## src/hdl/kf_ram.sv

```systemverilog
`timescale 1ns / 1ps
// ----------------------------------------------------------------------------
// kf_ram
// Generic RAM: one write port, two read ports, registered read data.
// ----------------------------------------------------------------------------
module kf_ram #(
    parameter int WIDTH = 32,
    parameter int DEPTH = 32
) (
    input  logic                     aclk,
    input  logic                     we,
    input  logic [$clog2(DEPTH)-1:0] waddr,
    input  logic [WIDTH-1:0]         wdata,
    input  logic [$clog2(DEPTH)-1:0] raddr_a,
    input  logic [$clog2(DEPTH)-1:0] raddr_b,
    output logic [WIDTH-1:0]         rdata_a,
    output logic [WIDTH-1:0]         rdata_b
);

    logic [WIDTH-1:0] mem [DEPTH];

    always_ff @(posedge aclk) begin
        if (we) begin
            mem[waddr] <= wdata;
        end
        rdata_a <= mem[raddr_a];
        rdata_b <= mem[raddr_b];
    end

endmodule

```

## config.mk

```make
export PLATFORM = sky130hd
export DESIGN_NAME = kf_ram
export DESIGN_NICKNAME = d
export VERILOG_FILES = /design/src/hdl/kf_ram.sv
export SDC_FILE = /design/constraint.sdc
export NUM_CORES = 1
export LEC_CHECK = 0
export ABC_CLOCK_PERIOD_IN_PS = 2600
export BUFFER_PORTS_ARGS = -buffer_cell sky130_fd_sc_hd__buf_4
export CORE_UTILIZATION = 45
export DETAILED_ROUTE_END_ITERATION = 8
export GPL_TIMING_DRIVEN = 0
export PLACE_DENSITY = 0.74
export SLEW_MARGIN = 20
export SYNTH_ARGS = -nofsm -noshare
export SYNTH_HDL_FRONTEND = slang
export SYNTH_SLANG_ARGS = --single-unit
```

## constraint.sdc

```tcl
create_clock -name aclk -period 2.6 [get_ports aclk]
set_input_delay 0.26 -clock aclk [delete_from_list [all_inputs] [get_ports aclk]]
set_output_delay 0.26 -clock aclk [all_outputs]
set_load 0.02 [all_outputs]
```

=== After elaboration in Yosys (flattened, before gate mapping) ===
Memory sizes are Yosys's and may differ from the RTL's. A register that Yosys moved wholly into a read port is not among the register bits.
Index checks and enable logic that the tools add are counted.

* Flip-flop bits (word level): 0
* Bits in latches: 0
* RAM bits: 1024
* ROM bits: 0
* Input port bits: 49
* Output and inout bits: 64
* Memories: 1

{| class="wikitable"
|+ Memory list
! name !! words !! bits a word !! read ports !! clocked after Yosys merged registers in !! write ports !! RTL line !! source
|-
| mem || 32 || 32 || 2 || 2 || 1 || 20 || <nowiki>logic [WIDTH-1:0] mem [DEPTH];</nowiki>
|}

* Add/subtract/negate cells: 0
* Multiply operators: 0
* Div/mod/pow operators: 0
* Magnitude comparators: 0
* Eq/ne operators: 0
* Shift-type cells: 0
* Multiplexer cells: 2
* Bitwise operators: 0
* Reduce and logical (&&, ||, !) cells: 0

{| class="wikitable"
|+ Operators by type and width
! kind !! count
|-
| two-way mux 1 bit || 2
|}

=== Logic depth before layout (Yosys ltp) ===
* Word-level depth: 2
* Depth in mapped cells: 8
* Mapped depth without buffers: 5

=== Worst setup path before layout ===
Ideal clock, no wire load.

* Path type: input to register
* Start: input port waddr[1]
* End: memory mem[12][0], enable pin
* Library setup time: 0.421 ns
* Arrival time: 2.273 ns
* Data required time: 2.179 ns
* Setup slack: -0.094 ns
* Cell stages on the path: 3
* Cells stage by stage: or3b_2 -> clkbuf_1 -> nor2_1

{| class="wikitable"
|+ RTL lines
! item !! RTL line !! source
|-
| start: declaration || 12 || <nowiki>input logic [$clog2(DEPTH)-1:0] waddr,</nowiki>
|-
| end: declaration || 20 ||
|}

Straight into the memory's write port.

==> results.md <==
* Worst path arrival time at 2930 ps
* First-pass GRT wire length at 224000 um
* Tightest Pin Transition at 1210 ps
* Final worst slack at 134 ps
* Multi-input logic area at 16700 um2
* Synth warn at 0
* Vias in the first global route at 33027
* Cell area after layout at 58300 um2
* Fraction of layout instances using a drive strength above 1 at 13.8%
* Initial Utilization at 45.3%
* Row cnt at 122
* Crit share post-route at 94.8%
* Critical path class: in2reg
* Cells after Synth at 3450
* Max-slew violations at 0
* Hold Path Sink: mem[9][15]$_DFFE_PP_
* Post-synthesis sequential area ratio at 64.0%
* Reg2Reg Depth at 5
* Async set-or-reset flop fraction in the synthesized netlist at 0%
* Met1 GRT Util at 35.2%
* Net count, final at 3800
* Most Frequent Cell on Critical Path: buf_2
* Synth Register Bits at 1088
* DP Area at 54100 um2
* FF-to-FF setup slack at 490 ps
* Top_reg_cell synth: edfxtp_1
* Critical path startpoint category: primary input
* Routed WL at 160000 um
* Hold path cells at 3
* Synthesized cell area at 50100 um2
* Hold Crit Class: in2reg
* Clock sinks at 1088
* Crit path time final at 2470 ps
* Max FO, Critical Path at 10
* Register Area at 32000 um2
* Met2 usage at 44.8%
* R2r endpoint: rdata_a[6]$_DFF_P_
* Gpl congestion at 0.943
* Die height at 336 um
* # resized after CTS at 0
* Yosys cell types at 24
* Rel. slew slack at 19.2%
* Syn_nets at 3499
* # IOs at 113
* Dpl ws at -330 ps
* Routed wire per std cell at 29.9 um
* Final setup viols at 0
* Cell taking the most area after synthesis: edfxtp_1
* Max cap viols at 0
* CP Cell Sequence: buf_4 -> nor2_1 -> buf_2 -> buf_2 -> buf_1 -> nand2_1 -> a31oi_1 -> nand3_1
* Synth top cells by count: edfxtp_1, mux2i_1, nand2_1, nand3_1
* Peak Freq at 406 MHz
* Die X at 336 um
* Final non-filler cell total at 5337
* Inserted Clock Buffers at 113
* Post-synth EDFFs at 1024
* Crit path required time at 3070 ps
* Synth top area share at 61.4%
* DIE AREA at 113000 um2
* DRT antenna net count at 0
* Initial DRT Pass Iterations at 7
* Reg2reg start: mem[7][6]$_DFFE_PP_
* Final HPWL DP at 113000 um
* Worst hold slack at 210 ps
* H-tree levels at 3
* CTS Buffer Depth at 3
* Vias per cell at 6.29
* Final Hold Violating Endpoints at 0
* Tot GR Track Use at 27.9%
* Fillers at 9011
* Met3 usage at 7.08%
* Min-delay src: waddr[2]
* Slowest cell delay on critical path at 650 ps
* Core area at 111000 um2
* CTS tree: yes
* Clock skew at 40.5 ps
* Worst-Skew Late Latency at 720 ps
* DRT iter0 DRCs at 5224
* Root Driver: clkbuf_16
* Pleak at 21.8 nW
* Placed cell count at 5092
* Status: finished, final reports clean
* Ranking of synthesized cells by area: edfxtp_1, mux2i_1, a22oi_1
* Buffers on Ports at 110
* CP Capture Type: flop
* Syn Area/Cell at 14.5 um2
* GR peak layer: met2
* Syn-to-layout area delta at 16.4%
* Worst vdd ir at 0.591 mV
* GRT overflow at 0
* Initial antenna violation count at 10
* CTS clk-pin slew, worst paths at 70 ps
* # DRC at 0
* Vias at 33593
* Unrepaired setup endpoints after global routing: no
* Pin count of the biggest net entering global routing at 33
* Slowest-stage cell, CP: buf_1
* PwrDens at 687 nW/um2
critical path: cells and delay by family:
family	cells	cell delay, ps
buffers and inverters	4	1550
and+or+nand+nor	3	670
AOI/OAI and AO/OA	1	430
how the worst max path moves through the flow:
stage | startpoint | depth (start not counted) | to | slack (ps)
after floorplan | waddr[1] | 3 | mem[12][0]$_DFFE_PP_ | -90
after detailed placement | raddr_a[0] | 8 | rdata_a[11]$_DFF_P_ | -330
after global routing | raddr_a[0] | 8 | rdata_a[11]$_DFF_P_ | 180
final | raddr_a[0] | 8 | rdata_a[11]$_DFF_P_ | 130
after CTS | raddr_a[0] | 8 | rdata_a[11]$_DFF_P_ | 360
after global placement | waddr[1] | 4 | mem[24][30]$_DFFE_PP_ | -2050
metal layers:
metal	part of all wire [%]	wire length, um
met1	36	58000
met2	47	74400
met3	12	19800
met4	4.6	7390
met5	0.024	38
through the flow:
stage          total power, mW  util (%)  setup TNS [ps]
3_3_place_gp              23.7      47.7        -1706280
3_5_place_dp              23.8      49.0          -13940
4_1_cts                   39.9      52.7               0
2_1_floorplan             22.0         -          -23150
5_1_grt                   40.9      52.7               0
6_report                  40.0      52.7               0
kinds of logic after synthesis:
kind of cell | count (synthesis) | share of synthesized area (%)
muxes | 1024 | 20.5
DFF | 1088 | 64.0
buffers and inverters | 253 | 3.13
and+or+nand+nor | 509 | 4.59
AOI/OAI and AO/OA | 576 | 7.84
report_power, final:
part / leakage (nW) / internal, mW / total (mW) / switching [mW]
sequential: 9.76 / 19.5 / 19.6 / 0.123
combinational: 10.2 / 1.32 / 3.96 / 2.64
clock: 1.84 / 9.45 / 16.5 / 7.02
placed cells by master, fill, tap and decap left out, types with 45 or more instances in the layout:
cell | synthesis | final
nor3_1 | 64 | 64
buf_4 | 47 | 157
a21oi_1 | 192 | 192
a22oi_1 | 192 | 192
buf_2 | 70 | 70
a22o_1 | 128 | 128
nand2_1 | 195 | 195
buf_6 | 45 | 45
nand3_1 | 194 | 194
clkbuf_16 | 0 | 116
a31oi_1 | 64 | 64
dfxtp_1 | 64 | 64
clkbuf_1 | 86 | 103
edfxtp_1 | 1024 | 1024
mux2i_1 | 1024 | 1024
cell type report:
| type | instances | area share, % |
|---|---|---|
| Antenna cell | 1 | 0.00430 |
| Multi-Input combinational cell | 2109 | 28.7 |
| Buffer | 253 | 2.69 |
| Clock inverter | 73 | 1.26 |
| Timing Repair Buffer | 186 | 3.94 |
| Clock buffer | 139 | 5.23 |
| Tap cell | 1488 | 3.20 |
| Sequential cell | 1088 | 55.0 |
flip-flops by register name (all words and copies together) (netlist names):
signal,count
mem,1024
rdata_a,32
rdata_b,32
what timing repair did:
item,CTS,global route
endpoints found under the hold margin,968,0
buffers inserted,0,0
hold buffers,32,0
(Power assumes the default switching activity.)
