===== src/hdl/kf_pkg.sv =====
`timescale 1ns / 1ps
// ----------------------------------------------------------------------------
// kf_pkg
// Shared types, constants, micro-op encoding and the control store of the
// position/velocity Kalman filter.
// ----------------------------------------------------------------------------
package kf_pkg;

    localparam int FRAC_BITS_DEF = 16;
    localparam int DATA_W        = 32;
    localparam int WIDE_W        = 64;
    localparam int RAM_DEPTH     = 32;
    localparam int RAM_AW        = 5;
    localparam int PC_W          = 7;
    localparam int CFG_AW        = 3;

    // configuration register indexes
    localparam logic [CFG_AW-1:0] CFG_QPOS  = 3'd0;
    localparam logic [CFG_AW-1:0] CFG_QVEL  = 3'd1;
    localparam logic [CFG_AW-1:0] CFG_RPOS  = 3'd2;
    localparam logic [CFG_AW-1:0] CFG_RVEL  = 3'd3;
    localparam logic [CFG_AW-1:0] CFG_X0    = 3'd4;
    localparam logic [CFG_AW-1:0] CFG_V0    = 3'd5;
    localparam logic [CFG_AW-1:0] CFG_P0POS = 3'd6;
    localparam logic [CFG_AW-1:0] CFG_P0VEL = 3'd7;

    // configuration reset values
    localparam logic [30:0] RST_QPOS  = 31'd6554;
    localparam logic [30:0] RST_QVEL  = 31'd32768;
    localparam logic [30:0] RST_RPOS  = 31'd65536;
    localparam logic [30:0] RST_RVEL  = 31'd32768;
    localparam logic [31:0] RST_X0    = 32'd0;
    localparam logic [31:0] RST_V0    = 32'd0;
    localparam logic [30:0] RST_P0POS = 31'd6553600;
    localparam logic [30:0] RST_P0VEL = 31'd655360;

    // operation codes of an input transfer
    localparam logic [2:0] OP_INIT    = 3'd0;
    localparam logic [2:0] OP_PREDICT = 3'd1;
    localparam logic [2:0] OP_PRED_AC = 3'd2;
    localparam logic [2:0] OP_UPD_POS = 3'd3;
    localparam logic [2:0] OP_UPD_BTH = 3'd4;

    // micro-op codes
    localparam logic [3:0] UOP_MOV   = 4'd0;
    localparam logic [3:0] UOP_ADD   = 4'd1;
    localparam logic [3:0] UOP_SUB   = 4'd2;
    localparam logic [3:0] UOP_NEG   = 4'd3;
    localparam logic [3:0] UOP_MUL   = 4'd4;
    localparam logic [3:0] UOP_DIV   = 4'd5;
    localparam logic [3:0] UOP_SQRT  = 4'd6;
    localparam logic [3:0] UOP_JMP   = 4'd7;
    localparam logic [3:0] UOP_JZ    = 4'd8;
    localparam logic [3:0] UOP_JLE   = 4'd9;
    localparam logic [3:0] UOP_SKIPF = 4'd10;
    localparam logic [3:0] UOP_OUT   = 4'd11;

    // operand sources: bit 5 clear selects a register file entry
    localparam logic [5:0] S_POS   = 6'd0;
    localparam logic [5:0] S_VEL   = 6'd1;
    localparam logic [5:0] S_P0    = 6'd2;
    localparam logic [5:0] S_P1    = 6'd3;
    localparam logic [5:0] S_P2    = 6'd4;
    localparam logic [5:0] S_P3    = 6'd5;
    localparam logic [5:0] S_T0    = 6'd6;
    localparam logic [5:0] S_T1    = 6'd7;
    localparam logic [5:0] S_T2    = 6'd8;
    localparam logic [5:0] S_T3    = 6'd9;
    localparam logic [5:0] S_T4    = 6'd10;
    localparam logic [5:0] S_T5    = 6'd11;
    localparam logic [5:0] S_T6    = 6'd12;
    localparam logic [5:0] S_T7    = 6'd13;
    localparam logic [5:0] S_T8    = 6'd14;
    localparam logic [5:0] S_T9    = 6'd15;
    localparam logic [5:0] S_T10   = 6'd16;
    localparam logic [5:0] S_T11   = 6'd17;
    localparam logic [5:0] S_T12   = 6'd18;
    localparam logic [5:0] S_QPOS  = 6'd32;
    localparam logic [5:0] S_QVEL  = 6'd33;
    localparam logic [5:0] S_RPOS  = 6'd34;
    localparam logic [5:0] S_RVEL  = 6'd35;
    localparam logic [5:0] S_X0    = 6'd36;
    localparam logic [5:0] S_V0    = 6'd37;
    localparam logic [5:0] S_P0POS = 6'd38;
    localparam logic [5:0] S_P0VEL = 6'd39;
    localparam logic [5:0] S_DT    = 6'd40;
    localparam logic [5:0] S_ACC   = 6'd41;
    localparam logic [5:0] S_ZP    = 6'd42;
    localparam logic [5:0] S_ZV    = 6'd43;
    localparam logic [5:0] S_ONE   = 6'd44;
    localparam logic [5:0] S_HALF  = 6'd45;
    localparam logic [5:0] S_ZERO  = 6'd46;

    // program entry points
    localparam logic [PC_W-1:0] PC_INIT    = 7'd0;
    localparam logic [PC_W-1:0] PC_PRED    = 7'd7;
    localparam logic [PC_W-1:0] PC_PREDCOV = 7'd9;
    localparam logic [PC_W-1:0] PC_PRED_AC = 7'd21;
    localparam logic [PC_W-1:0] PC_UPD_POS = 7'd30;
    localparam logic [PC_W-1:0] PC_UPD_K   = 7'd34;
    localparam logic [PC_W-1:0] PC_UPD_BTH = 7'd52;
    localparam logic [PC_W-1:0] PC_SKIP    = 7'd108;
    localparam logic [PC_W-1:0] PC_FIN     = 7'd109;

    typedef struct packed {
        logic [3:0]      opc;
        logic [4:0]      dst;
        logic [5:0]      sa;
        logic [5:0]      sb;
        logic [PC_W-1:0] tgt;
    } kf_uop_t;

    function automatic kf_uop_t mk(input logic [3:0] opc, input logic [5:0] d,
                                   input logic [5:0] a, input logic [5:0] b,
                                   input logic [PC_W-1:0] t);
        kf_uop_t u;
        u.opc = opc;
        u.dst = d[4:0];
        u.sa  = a;
        u.sb  = b;
        u.tgt = t;
        return u;
    endfunction

    // saturate a 33-bit signed sum to 32 bits
    function automatic logic [31:0] sat33(input logic [32:0] v);
        logic [31:0] r;
        if (v[32] != v[31]) begin
            r = v[32] ? 32'h8000_0000 : 32'h7fff_ffff;
        end else begin
            r = v[31:0];
        end
        return r;
    endfunction

    // saturate a 64-bit signed value to 32 bits
    function automatic logic [31:0] sat64(input logic signed [63:0] v);
        logic [31:0] r;
        if (v > 64'sh0000_0000_7fff_ffff) begin
            r = 32'h7fff_ffff;
        end else if (v < -64'sh0000_0000_8000_0000) begin
            r = 32'h8000_0000;
        end else begin
            r = v[31:0];
        end
        return r;
    endfunction

    function automatic logic [PC_W-1:0] kf_entry(input logic [2:0] op);
        logic [PC_W-1:0] p;
        unique case (op)
            OP_INIT:    p = PC_INIT;
            OP_PREDICT: p = PC_PRED;
            OP_PRED_AC: p = PC_PRED_AC;
            OP_UPD_POS: p = PC_UPD_POS;
            OP_UPD_BTH: p = PC_UPD_BTH;
            default:    p = PC_FIN;
        endcase
        return p;
    endfunction

    // control store
    function automatic kf_uop_t kf_rom(input logic [PC_W-1:0] pc);
        kf_uop_t u;
        unique case (pc)
            // init from configuration
            7'd0:   u = mk(UOP_MOV, S_POS, S_X0, S_ZERO, '0);
            7'd1:   u = mk(UOP_MOV, S_VEL, S_V0, S_ZERO, '0);
            7'd2:   u = mk(UOP_MOV, S_P0, S_P0POS, S_ZERO, '0);
            7'd3:   u = mk(UOP_MOV, S_P1, S_ZERO, S_ZERO, '0);
            7'd4:   u = mk(UOP_MOV, S_P2, S_ZERO, S_ZERO, '0);
            7'd5:   u = mk(UOP_MOV, S_P3, S_P0VEL, S_ZERO, '0);
            7'd6:   u = mk(UOP_JMP, S_T0, S_ZERO, S_ZERO, PC_FIN);
            // constant-velocity predict
            7'd7:   u = mk(UOP_MUL, S_T0, S_VEL, S_DT, '0);
            7'd8:   u = mk(UOP_ADD, S_POS, S_POS, S_T0, '0);
            // covariance predict
            7'd9:   u = mk(UOP_MUL, S_T0, S_DT, S_P2, '0);
            7'd10:  u = mk(UOP_ADD, S_T0, S_P0, S_T0, '0);
            7'd11:  u = mk(UOP_MUL, S_T1, S_DT, S_P3, '0);
            7'd12:  u = mk(UOP_ADD, S_T1, S_P1, S_T1, '0);
            7'd13:  u = mk(UOP_MUL, S_T2, S_T1, S_DT, '0);
            7'd14:  u = mk(UOP_ADD, S_T0, S_T0, S_T2, '0);
            7'd15:  u = mk(UOP_ADD, S_P0, S_T0, S_QPOS, '0);
            7'd16:  u = mk(UOP_MOV, S_P1, S_T1, S_ZERO, '0);
            7'd17:  u = mk(UOP_MUL, S_T2, S_P3, S_DT, '0);
            7'd18:  u = mk(UOP_ADD, S_P2, S_P2, S_T2, '0);
            7'd19:  u = mk(UOP_ADD, S_P3, S_P3, S_QVEL, '0);
            7'd20:  u = mk(UOP_JMP, S_T0, S_ZERO, S_ZERO, PC_FIN);
            // predict with acceleration
            7'd21:  u = mk(UOP_MUL, S_T0, S_HALF, S_ACC, '0);
            7'd22:  u = mk(UOP_MUL, S_T0, S_T0, S_DT, '0);
            7'd23:  u = mk(UOP_MUL, S_T0, S_T0, S_DT, '0);
            7'd24:  u = mk(UOP_MUL, S_T1, S_VEL, S_DT, '0);
            7'd25:  u = mk(UOP_ADD, S_T0, S_T1, S_T0, '0);
            7'd26:  u = mk(UOP_ADD, S_POS, S_POS, S_T0, '0);
            7'd27:  u = mk(UOP_MUL, S_T1, S_ACC, S_DT, '0);
            7'd28:  u = mk(UOP_ADD, S_VEL, S_VEL, S_T1, '0);
            7'd29:  u = mk(UOP_JMP, S_T0, S_ZERO, S_ZERO, PC_PREDCOV);
            // position update
            7'd30:  u = mk(UOP_ADD, S_T0, S_P0, S_RPOS, '0);
            7'd31:  u = mk(UOP_MOV, S_T1, S_ZERO, S_ZERO, '0);
            7'd32:  u = mk(UOP_JLE, S_T0, S_T0, S_ZERO, PC_UPD_K);
            7'd33:  u = mk(UOP_DIV, S_T1, S_ONE, S_T0, '0);
            7'd34:  u = mk(UOP_MUL, S_T2, S_P0, S_T1, '0);
            7'd35:  u = mk(UOP_MUL, S_T3, S_P2, S_T1, '0);
            7'd36:  u = mk(UOP_SUB, S_T4, S_ZP, S_POS, '0);
            7'd37:  u = mk(UOP_MUL, S_T5, S_T2, S_T4, '0);
            7'd38:  u = mk(UOP_ADD, S_POS, S_POS, S_T5, '0);
            7'd39:  u = mk(UOP_MUL, S_T5, S_T3, S_T4, '0);
            7'd40:  u = mk(UOP_ADD, S_VEL, S_VEL, S_T5, '0);
            7'd41:  u = mk(UOP_SUB, S_T5, S_ONE, S_T2, '0);
            7'd42:  u = mk(UOP_NEG, S_T6, S_T3, S_ZERO, '0);
            7'd43:  u = mk(UOP_MUL, S_T7, S_T5, S_P0, '0);
            7'd44:  u = mk(UOP_MUL, S_T8, S_T5, S_P1, '0);
            7'd45:  u = mk(UOP_MUL, S_T9, S_T6, S_P0, '0);
            7'd46:  u = mk(UOP_ADD, S_P2, S_T9, S_P2, '0);
            7'd47:  u = mk(UOP_MUL, S_T9, S_T6, S_P1, '0);
            7'd48:  u = mk(UOP_ADD, S_P3, S_T9, S_P3, '0);
            7'd49:  u = mk(UOP_MOV, S_P0, S_T7, S_ZERO, '0);
            7'd50:  u = mk(UOP_MOV, S_P1, S_T8, S_ZERO, '0);
            7'd51:  u = mk(UOP_JMP, S_T0, S_ZERO, S_ZERO, PC_FIN);
            // joint update
            7'd52:  u = mk(UOP_ADD, S_T0, S_P0, S_RPOS, '0);
            7'd53:  u = mk(UOP_ADD, S_T1, S_P3, S_RVEL, '0);
            7'd54:  u = mk(UOP_MUL, S_T2, S_T0, S_T1, '0);
            7'd55:  u = mk(UOP_MUL, S_T3, S_P1, S_P2, '0);
            7'd56:  u = mk(UOP_SUB, S_T2, S_T2, S_T3, '0);
            7'd57:  u = mk(UOP_JZ, S_T0, S_T2, S_ZERO, PC_SKIP);
            7'd58:  u = mk(UOP_DIV, S_T3, S_ONE, S_T2, '0);
            7'd59:  u = mk(UOP_MUL, S_T4, S_T1, S_T3, '0);
            7'd60:  u = mk(UOP_NEG, S_T5, S_P1, S_ZERO, '0);
            7'd61:  u = mk(UOP_MUL, S_T5, S_T5, S_T3, '0);
            7'd62:  u = mk(UOP_NEG, S_T6, S_P2, S_ZERO, '0);
            7'd63:  u = mk(UOP_MUL, S_T6, S_T6, S_T3, '0);
            7'd64:  u = mk(UOP_MUL, S_T7, S_T0, S_T3, '0);
            7'd65:  u = mk(UOP_MUL, S_T8, S_P0, S_T4, '0);
            7'd66:  u = mk(UOP_MUL, S_T9, S_P1, S_T6, '0);
            7'd67:  u = mk(UOP_ADD, S_T8, S_T8, S_T9, '0);
            7'd68:  u = mk(UOP_MUL, S_T9, S_P0, S_T5, '0);
            7'd69:  u = mk(UOP_MUL, S_T10, S_P1, S_T7, '0);
            7'd70:  u = mk(UOP_ADD, S_T9, S_T9, S_T10, '0);
            7'd71:  u = mk(UOP_MUL, S_T10, S_P2, S_T4, '0);
            7'd72:  u = mk(UOP_MUL, S_T11, S_P3, S_T6, '0);
            7'd73:  u = mk(UOP_ADD, S_T10, S_T10, S_T11, '0);
            7'd74:  u = mk(UOP_MUL, S_T11, S_P2, S_T5, '0);
            7'd75:  u = mk(UOP_MUL, S_T12, S_P3, S_T7, '0);
            7'd76:  u = mk(UOP_ADD, S_T11, S_T11, S_T12, '0);
            7'd77:  u = mk(UOP_SUB, S_T0, S_ZP, S_POS, '0);
            7'd78:  u = mk(UOP_SUB, S_T1, S_ZV, S_VEL, '0);
            7'd79:  u = mk(UOP_MUL, S_T2, S_T8, S_T0, '0);
            7'd80:  u = mk(UOP_MUL, S_T3, S_T9, S_T1, '0);
            7'd81:  u = mk(UOP_ADD, S_T2, S_T2, S_T3, '0);
            7'd82:  u = mk(UOP_ADD, S_POS, S_POS, S_T2, '0);
            7'd83:  u = mk(UOP_MUL, S_T2, S_T10, S_T0, '0);
            7'd84:  u = mk(UOP_MUL, S_T3, S_T11, S_T1, '0);
            7'd85:  u = mk(UOP_ADD, S_T2, S_T2, S_T3, '0);
            7'd86:  u = mk(UOP_ADD, S_VEL, S_VEL, S_T2, '0);
            7'd87:  u = mk(UOP_SUB, S_T0, S_ONE, S_T8, '0);
            7'd88:  u = mk(UOP_NEG, S_T1, S_T9, S_ZERO, '0);
            7'd89:  u = mk(UOP_NEG, S_T2, S_T10, S_ZERO, '0);
            7'd90:  u = mk(UOP_SUB, S_T3, S_ONE, S_T11, '0);
            7'd91:  u = mk(UOP_MUL, S_T4, S_T0, S_P0, '0);
            7'd92:  u = mk(UOP_MUL, S_T5, S_T1, S_P2, '0);
            7'd93:  u = mk(UOP_ADD, S_T4, S_T4, S_T5, '0);
            7'd94:  u = mk(UOP_MUL, S_T5, S_T0, S_P1, '0);
            7'd95:  u = mk(UOP_MUL, S_T6, S_T1, S_P3, '0);
            7'd96:  u = mk(UOP_ADD, S_T5, S_T5, S_T6, '0);
            7'd97:  u = mk(UOP_MUL, S_T6, S_T2, S_P0, '0);
            7'd98:  u = mk(UOP_MUL, S_T7, S_T3, S_P2, '0);
            7'd99:  u = mk(UOP_ADD, S_T6, S_T6, S_T7, '0);
            7'd100: u = mk(UOP_MUL, S_T7, S_T2, S_P1, '0);
            7'd101: u = mk(UOP_MUL, S_T8, S_T3, S_P3, '0);
            7'd102: u = mk(UOP_ADD, S_T7, S_T7, S_T8, '0);
            7'd103: u = mk(UOP_MOV, S_P0, S_T4, S_ZERO, '0);
            7'd104: u = mk(UOP_MOV, S_P1, S_T5, S_ZERO, '0);
            7'd105: u = mk(UOP_MOV, S_P2, S_T6, S_ZERO, '0);
            7'd106: u = mk(UOP_MOV, S_P3, S_T7, S_ZERO, '0);
            7'd107: u = mk(UOP_JMP, S_T0, S_ZERO, S_ZERO, PC_FIN);
            // singular innovation matrix
            7'd108: u = mk(UOP_SKIPF, S_T0, S_ZERO, S_ZERO, '0);
            // common tail: std deviation, then the result transfer
            7'd109: u = mk(UOP_SQRT, S_T0, S_P0, S_ZERO, '0);
            7'd110: u = mk(UOP_OUT, S_T0, S_POS, S_VEL, '0);
            default: u = mk(UOP_JMP, S_T0, S_ZERO, S_ZERO, PC_FIN);
        endcase
        return u;
    endfunction

endpackage


===== src/hdl/kf_div.sv =====
`timescale 1ns / 1ps
// ----------------------------------------------------------------------------
// kf_div
// Fixed-point divide (num * 2^FRAC_BITS) / den, truncated toward zero and
// saturated. Restoring radix-2, one quotient bit per cycle.
// ----------------------------------------------------------------------------
module kf_div
    import kf_pkg::*;
#(
    parameter int FRAC_BITS = FRAC_BITS_DEF
) (
    input  logic        aclk,
    input  logic        aresetn,
    input  logic        start,
    input  logic [31:0] num,
    input  logic [31:0] den,
    output logic        done,
    output logic [31:0] quot
);

    localparam int CNT_W = $clog2(WIDE_W);

    logic              busy_reg, busy_next;
    logic              done_reg, done_next;
    logic [CNT_W-1:0]  cnt_reg, cnt_next;
    logic              neg_reg, neg_next;
    logic [WIDE_W-1:0] dq_reg, dq_next;
    logic [31:0]       rem_reg, rem_next;
    logic [31:0]       dvs_reg, dvs_next;
    logic [31:0]       quot_reg, quot_next;
    logic [31:0]       num_mag, den_mag;
    logic [32:0]       rem_sh;
    logic              qbit;
    logic [WIDE_W-1:0] dq_new;

    always_comb begin
        num_mag   = num[31] ? (~num + 32'd1) : num;
        den_mag   = den[31] ? (~den + 32'd1) : den;
        rem_sh    = {rem_reg, dq_reg[WIDE_W-1]};
        qbit      = (rem_sh >= {1'b0, dvs_reg});
        dq_new    = {dq_reg[WIDE_W-2:0], qbit};
        busy_next = busy_reg;
        done_next = 1'b0;
        cnt_next  = cnt_reg;
        neg_next  = neg_reg;
        dq_next   = dq_reg;
        rem_next  = rem_reg;
        dvs_next  = dvs_reg;
        quot_next = quot_reg;
        if (start) begin
            busy_next = 1'b1;
            cnt_next  = '0;
            neg_next  = num[31] ^ den[31];
            dq_next   = WIDE_W'(num_mag) << FRAC_BITS;
            rem_next  = '0;
            dvs_next  = den_mag;
        end else if (busy_reg) begin
            dq_next  = dq_new;
            rem_next = qbit ? 32'(rem_sh - {1'b0, dvs_reg}) : rem_sh[31:0];
            cnt_next = cnt_reg + 1'b1;
            if (cnt_reg == CNT_W'(WIDE_W - 1)) begin
                busy_next = 1'b0;
                done_next = 1'b1;
                if (neg_reg) begin
                    quot_next = (dq_new > WIDE_W'(64'h8000_0000)) ? 32'h8000_0000
                                                                  : (~dq_new[31:0] + 32'd1);
                end else begin
                    quot_next = (dq_new > WIDE_W'(64'h7fff_ffff)) ? 32'h7fff_ffff
                                                                  : dq_new[31:0];
                end
            end
        end
    end

    always_ff @(posedge aclk) begin
        if (!aresetn) begin
            busy_reg <= 1'b0;
            done_reg <= 1'b0;
            cnt_reg  <= '0;
        end else begin
            busy_reg <= busy_next;
            done_reg <= done_next;
            cnt_reg  <= cnt_next;
        end
        neg_reg  <= neg_next;
        dq_reg   <= dq_next;
        rem_reg  <= rem_next;
        dvs_reg  <= dvs_next;
        quot_reg <= quot_next;
    end

    assign done = done_reg;
    assign quot = quot_reg;

endmodule


===== config.mk =====
export PLATFORM = sky130hd
export DESIGN_NAME = kf_div
export DESIGN_NICKNAME = d
export VERILOG_FILES = /design/src/hdl/kf_pkg.sv /design/src/hdl/kf_div.sv
export SDC_FILE = /design/constraint.sdc
export NUM_CORES = 1
export LEC_CHECK = 0
export ABC_AREA = 1
export BUFFER_PORTS_ARGS = -buffer_cell sky130_fd_sc_hd__buf_2
export CORE_ASPECT_RATIO = 0.5
export CORE_UTILIZATION = 45
export CTS_BUF_LIST = sky130_fd_sc_hd__clkbuf_8
export DETAILED_ROUTE_END_ITERATION = 10
export GPL_TIMING_DRIVEN = 0
export PLACE_DENSITY = 0.68
export RECOVER_POWER = 50
export SETUP_SLACK_MARGIN = 0.2
export SLEW_MARGIN = 20
export SYNTH_ARGS = -nofsm -noshare
export SYNTH_HDL_FRONTEND = slang
export SYNTH_SLANG_ARGS = --single-unit

===== constraint.sdc =====
create_clock -name aclk -period 4.75 [get_ports aclk]
set_input_delay 0.95 -clock aclk [delete_from_list [all_inputs] [get_ports aclk]]
set_output_delay 0.95 -clock aclk [all_outputs]
set_load 0.005 [all_outputs]

Word level (Yosys, flattened, before mapping). Index checks and enable logic that the tools add are counted.

Magnitude comparators: 3. $add $sub $neg: 5. Bitwise operators: 7. Mux-type cells: 12. Equal/unequal tests: 1. Reductions and logical operators: 4.

Operators by type and width (count): $mux 32 (5); $add 32x1->32 const B (3); $mux 48 (2); $not 32->32 (3); $gt 64x31->1 const B (1); $gt 64x32->1 const B (1); $ge 33x32->1 (1); $sub 32x32->32 (1); $mux 31 (1); $add 6x1->6 const B (1); $eq 6x6->1 const B (1); $mux 1 (4); $not 1->1 (3); $reduce_and 3->1 (1); $reduce_or 3->1 (1); $reduce_bool 2->1 (1); $reduce_or 2->1 (1); $xor 1x1->1 (1).

Register bits: 169.

Logic depth before layout (Yosys ltp).
Depth in word-level cells: 5. Depth in mapped cells: 29.

Least setup slack after synthesis. No wires, ideal clock.

Kind: input -> register. Start: input port start. End: register quot_reg[0] (netlist: quot[0]) (enable). Slack: 1.137 ns. Path buffers: 2. Required time: 4.329 ns. Arrival: 3.192 ns. Cell stages on the path: 5. Path through: clkbuf_1 > nor2_1 > inv_2 > clkbuf_1 > nor2_1.

Longest elaborated chain between the ends: 2.

RTL lines: from (decl) (RTL line kf_div.sv:14) `input logic start,`; $not 1->1 (no line); $reduce_and 3->1 (no line); to (signal assigned) (RTL line kf_div.sv:89) `quot_reg <= quot_next;`; to (decl) (RTL line kf_div.sv:30) `logic [31:0] quot_reg, quot_next;`.

Every way passes these cells. A chain may end at the register's enable or synchronous reset.

Final worst setup path.
Start: register rem_reg[15]. End: register quot_reg[7] (netlist: quot[7]), data pin.

Longest elaborated chain between the ends: 5. Elaborated cells on any way between the ends: 8. Classes of those cells: add/sub: 1; order compare: 3; mux: 3; bitwise: 1.

RTL lines: from (decl) (RTL line kf_div.sv:28) `logic [31:0] rem_reg, rem_next;`; from (signal assigned) (RTL line kf_div.sv:87) `rem_reg <= rem_next;`; $ge 33x32->1 (*) (RTL line kf_div.sv:40) `qbit = (rem_sh >= {1'b0, dvs_reg});`; parallel branches: the longest is 3 deep, another holds $gt 64x31->1; $mux 32 (*) (RTL line kf_div.sv:64) `if (neg_reg) begin`.

Mark *: on every way between the ends.

==> results.py <==
metrics = {
    "routing": {
        "viasPerCell": 5.42,
        "drcViolationCount": 0,
        "drt_iter0_markers": 964,
        "vias": 10469,
        "ant_nets": 0,
        "firstDrtPassIters": 5,
        "wire_per_inst_microns": 16.1,
        "finalWirelength_microns": 31200,
    },
    "floorplanning": {
        "start_util_pct": 46.9,
        "rows": 39,
        "core_sq_um": 23300,
        "die_x_microns": 222,
        "die-area_sq_um": 25000,
        "top_level_ports": 100,
        "die_y_microns": 112,
    },
    "final_layout": {
        "synthToLayoutAreaGrowth_pct": 12.2,
        "drive_gt1_share_pct": 10.3,
        "fin_nets": 1717,
        "num_antenna_cells": 0,
        "instances_no_fill": 1933,
        "largest_register_ffs": 64,
        "utilization_pct": 52.6,
    },
    "yosys": {
        "synthCells": 1494,
        "ys_types": 46,
        "muxShareOfSynthArea_pct": 0,
        "ys_seq_area_share_pct": 39.8,
        "synth_top_family_by_area": "simple AND/OR/NAND/NOR gates",
        "synth_xor_area_share_pct": 4.81,
        "syn_nets": 1598,
        "yosys_register_bits": 169,
        "mappedNetlistArea_sq_um": 10900,
        "synthAdderAreaFrac_pct": 4.30,
        "syn_area_per_cell_sq_um": 7.32,
        "synth_ff_type": "edfxtp_1",
        "synth_edf_count": 97,
        "synth_simple_gate_area_share_pct": 25.5,
        "synth_top_area_cell": "edfxtp_1",
        "synthArstFlopShare_pct": 0,
        "netlist_top_cells_area": "edfxtp_1 (27%), dfxtp_1 (13%), nand2_1 (11%), inv_1 (7.3%), o21ai_0 (5.8%)",
        "yosysWarningCount": 0,
        "synth_compound_area_share_pct": 16.2,
        "synth_top_area_share_pct": 26.6,
    },
    "worst_setup_path": {
        "critPathMaxFanout": 10,
        "required_ns": 5.09,
        "arrival_ns": 4.56,
        "cp-end-kind": "register",
        "critPathKind": "reg -> reg",
        "start_kind": "register",
    },
    "flow_run": {
        "cap_violations": 1,
    },
    "timing": {
        "relSlewSlack_pct": -25.0,
        "fmax_mhz": 237,
        "worst_slack_ns": 0.527,
        "setup_viol": 0,
        "rsz0062_at_grt": "false",
        "maxSlewViolCount": 35,
        "final_min_period_over_clock_period_pct": 88.9,
        "fin_skew_ns": 0.0163,
        "fin_crit_ns": 4.22,
        "finalSetupTns_ns": 0,
        "worst_pin_slew_ns": 1.88,
        "hold_viol": 0,
    },
    "cts": {
        "cts_tree": "yes",
        "cts_setup_buffers": 0,
        "cts_max_level": 4,
        "cts_root_buf": "clkbuf_8",
        "numCtsBuffers": 17,
        "clk_pin_slew_ns": 0.10,
        "clk_path_buf_depth": 2,
        "clock_sinks": 169,
        "hold_buffers": 0,
        "clk_latency_ns": 0.48,
    },
    "grt": {
        "grt_pass1_wl_microns": 50100,
        "gr-total-overflow": 0,
        "antenna_found_initial": 0,
        "grt_pass1_vias": 9883,
        "grt.total_usage_pct": 25.4,
        "grt_max_degree": 35,
    },
    "power": {
        "ir_worst_vdd_mv": 0.185,
        "p_leak_uw": 0.00541,
        "power.total_uw": 3250,
        "p_per_area_nw_per_um2": 265,
    },
    "placed_design": {
        "port_buffers": 98,
        "place_inst": 1901,
        "place_worst_setup_slack_ns": 0.618,
        "gp_congestion": 0.939,
        "place_hpwl_microns": 24400,
    },
    "worst_hold_path": {
        "hold_class": "reg -> reg",
    },
    "outcome": {
        "violations": "max-capacitance violations, max-slew violations",
        "outcome": "complete, but fails checks",
    },
}
cells in the mapped netlist, drive strengths merged (22+ instances only):
master  number
o21ai      160
dfxtp       72
nor2       156
inv        223
xnor2       22
nand3       80
ha          36
edfxtp      97
xor2        38
nor3        44
nand2      320
clkbuf      29
a21oi       87
o22ai       38
cell type report:
class	instances	area, sq um
Clock inverter	15	179
Tap cell	307	384
Fill cell	2311	11100
Clock buffer	17	234
Inverter	223	837
Timing Repair Buffer	100	526
Sequential cell	169	4350
Buffer	41	190
Multi-Input combinational cell	1061	5560
critical path, stage by stage (launching register included):
cell and delay, ns:
dfxtp_1 0.36, ha_1 0.38, a21oi_1 0.24, nand2_1 0.13
a21oi_1 0.13, nand3_1 0.21, nand2_2 0.21, nand2_4 0.14
inv_2 0.22, buf_6 0.20, ha_1 0.24, nand2_2 0.11
nor2_2 0.10, nand2_2 0.11, nor2_8 0.17, nand2_2 0.08
nor2_4 0.10, nand3_2 0.11, nor2_1 0.12, nand2_1 0.11
nand2_2 0.10, nand3_4 0.10, inv_2 0.20, nand3_1 0.11
nand2_1 0.11
logic make-up (layout without fill, tap and decap cells):
family                   count (synthesis)  in the layout
AND/OR/NAND/NOR                        641            641
adder cells (fa/ha/maj)                 37             37
AO/OA/AOI/OAI                          323            323
flip-flops                             169            169
buffers and inverters                  264            396
XOR/XNOR                                60             60
timing repair:
action / in CTS / in global routing
gates resized for setup: 0 / 2
endpoints found under the hold margin: 0 / 0
setup endpoints to repair: 0 / 3
per-layer routing:
layer	wire length, microns	vias to the layer above	part of all wire, %	GRT usage [%]
li1	-	5214	-	-
met1	14900	4868	48	34.9
met2	13800	359	44	41.0
met3	2010	28	6.5	4.87
met4	484	0	1.6	6.71
met5	0	-	0	0
power by group:
group          switching (uW)  leakage, uW  total [uW]  internal, uW
Combinational             328      0.00367         487           159
Sequential               39.3      0.00153        1660          1630
Clock                     611     0.000215        1100           491
Total                     978      0.00541        3250          2280
final timing paths:
kind,from,to,slack (ns),depth (start not counted)
worst min register to register,rem_reg[8],rem_reg[8],0.48,2
worst max register to register,rem_reg[15],quot[7],0.53,24
worst min-delay path,rem_reg[8],rem_reg[8],0.48,2
worst max-delay path,rem_reg[15],quot[7],0.53,24
layout by cell type (no fill, tap or decap), types with 6 or more instances in the layout:
cell type    n
nand2_1    311
inv_1      214
nor2_1     148
o21ai_0    129
edfxtp_1    97
buf_2       90
a21oi_1     85
nand3_1     78
dfxtp_1     72
nor3_1      42
clkbuf_1    40
xor2_1      38
o22ai_1     38
ha_1        36
o21ai_1     28
xnor2_1     22
nand4_1     18
clkbuf_8    17
nor4_1      12
inv_2       10
o21bai_1    10
o211ai_1     9
nand2_2      7
a31oi_1      6
inv_6        6
metrics by stage:
stage / instance area (sq um) / hold WS, ns
4_1_cts: 12300 / 0.481
3_3_place_gp: 11800 / 0.461
6_report: 12300 / 0.477
5_1_grt: 12300 / 0.494
3_5_place_dp: 11900 / 0.458
2_1_floorplan: 10900 / 0.446
No activity file was read; power rests on OpenSTA's default activity.
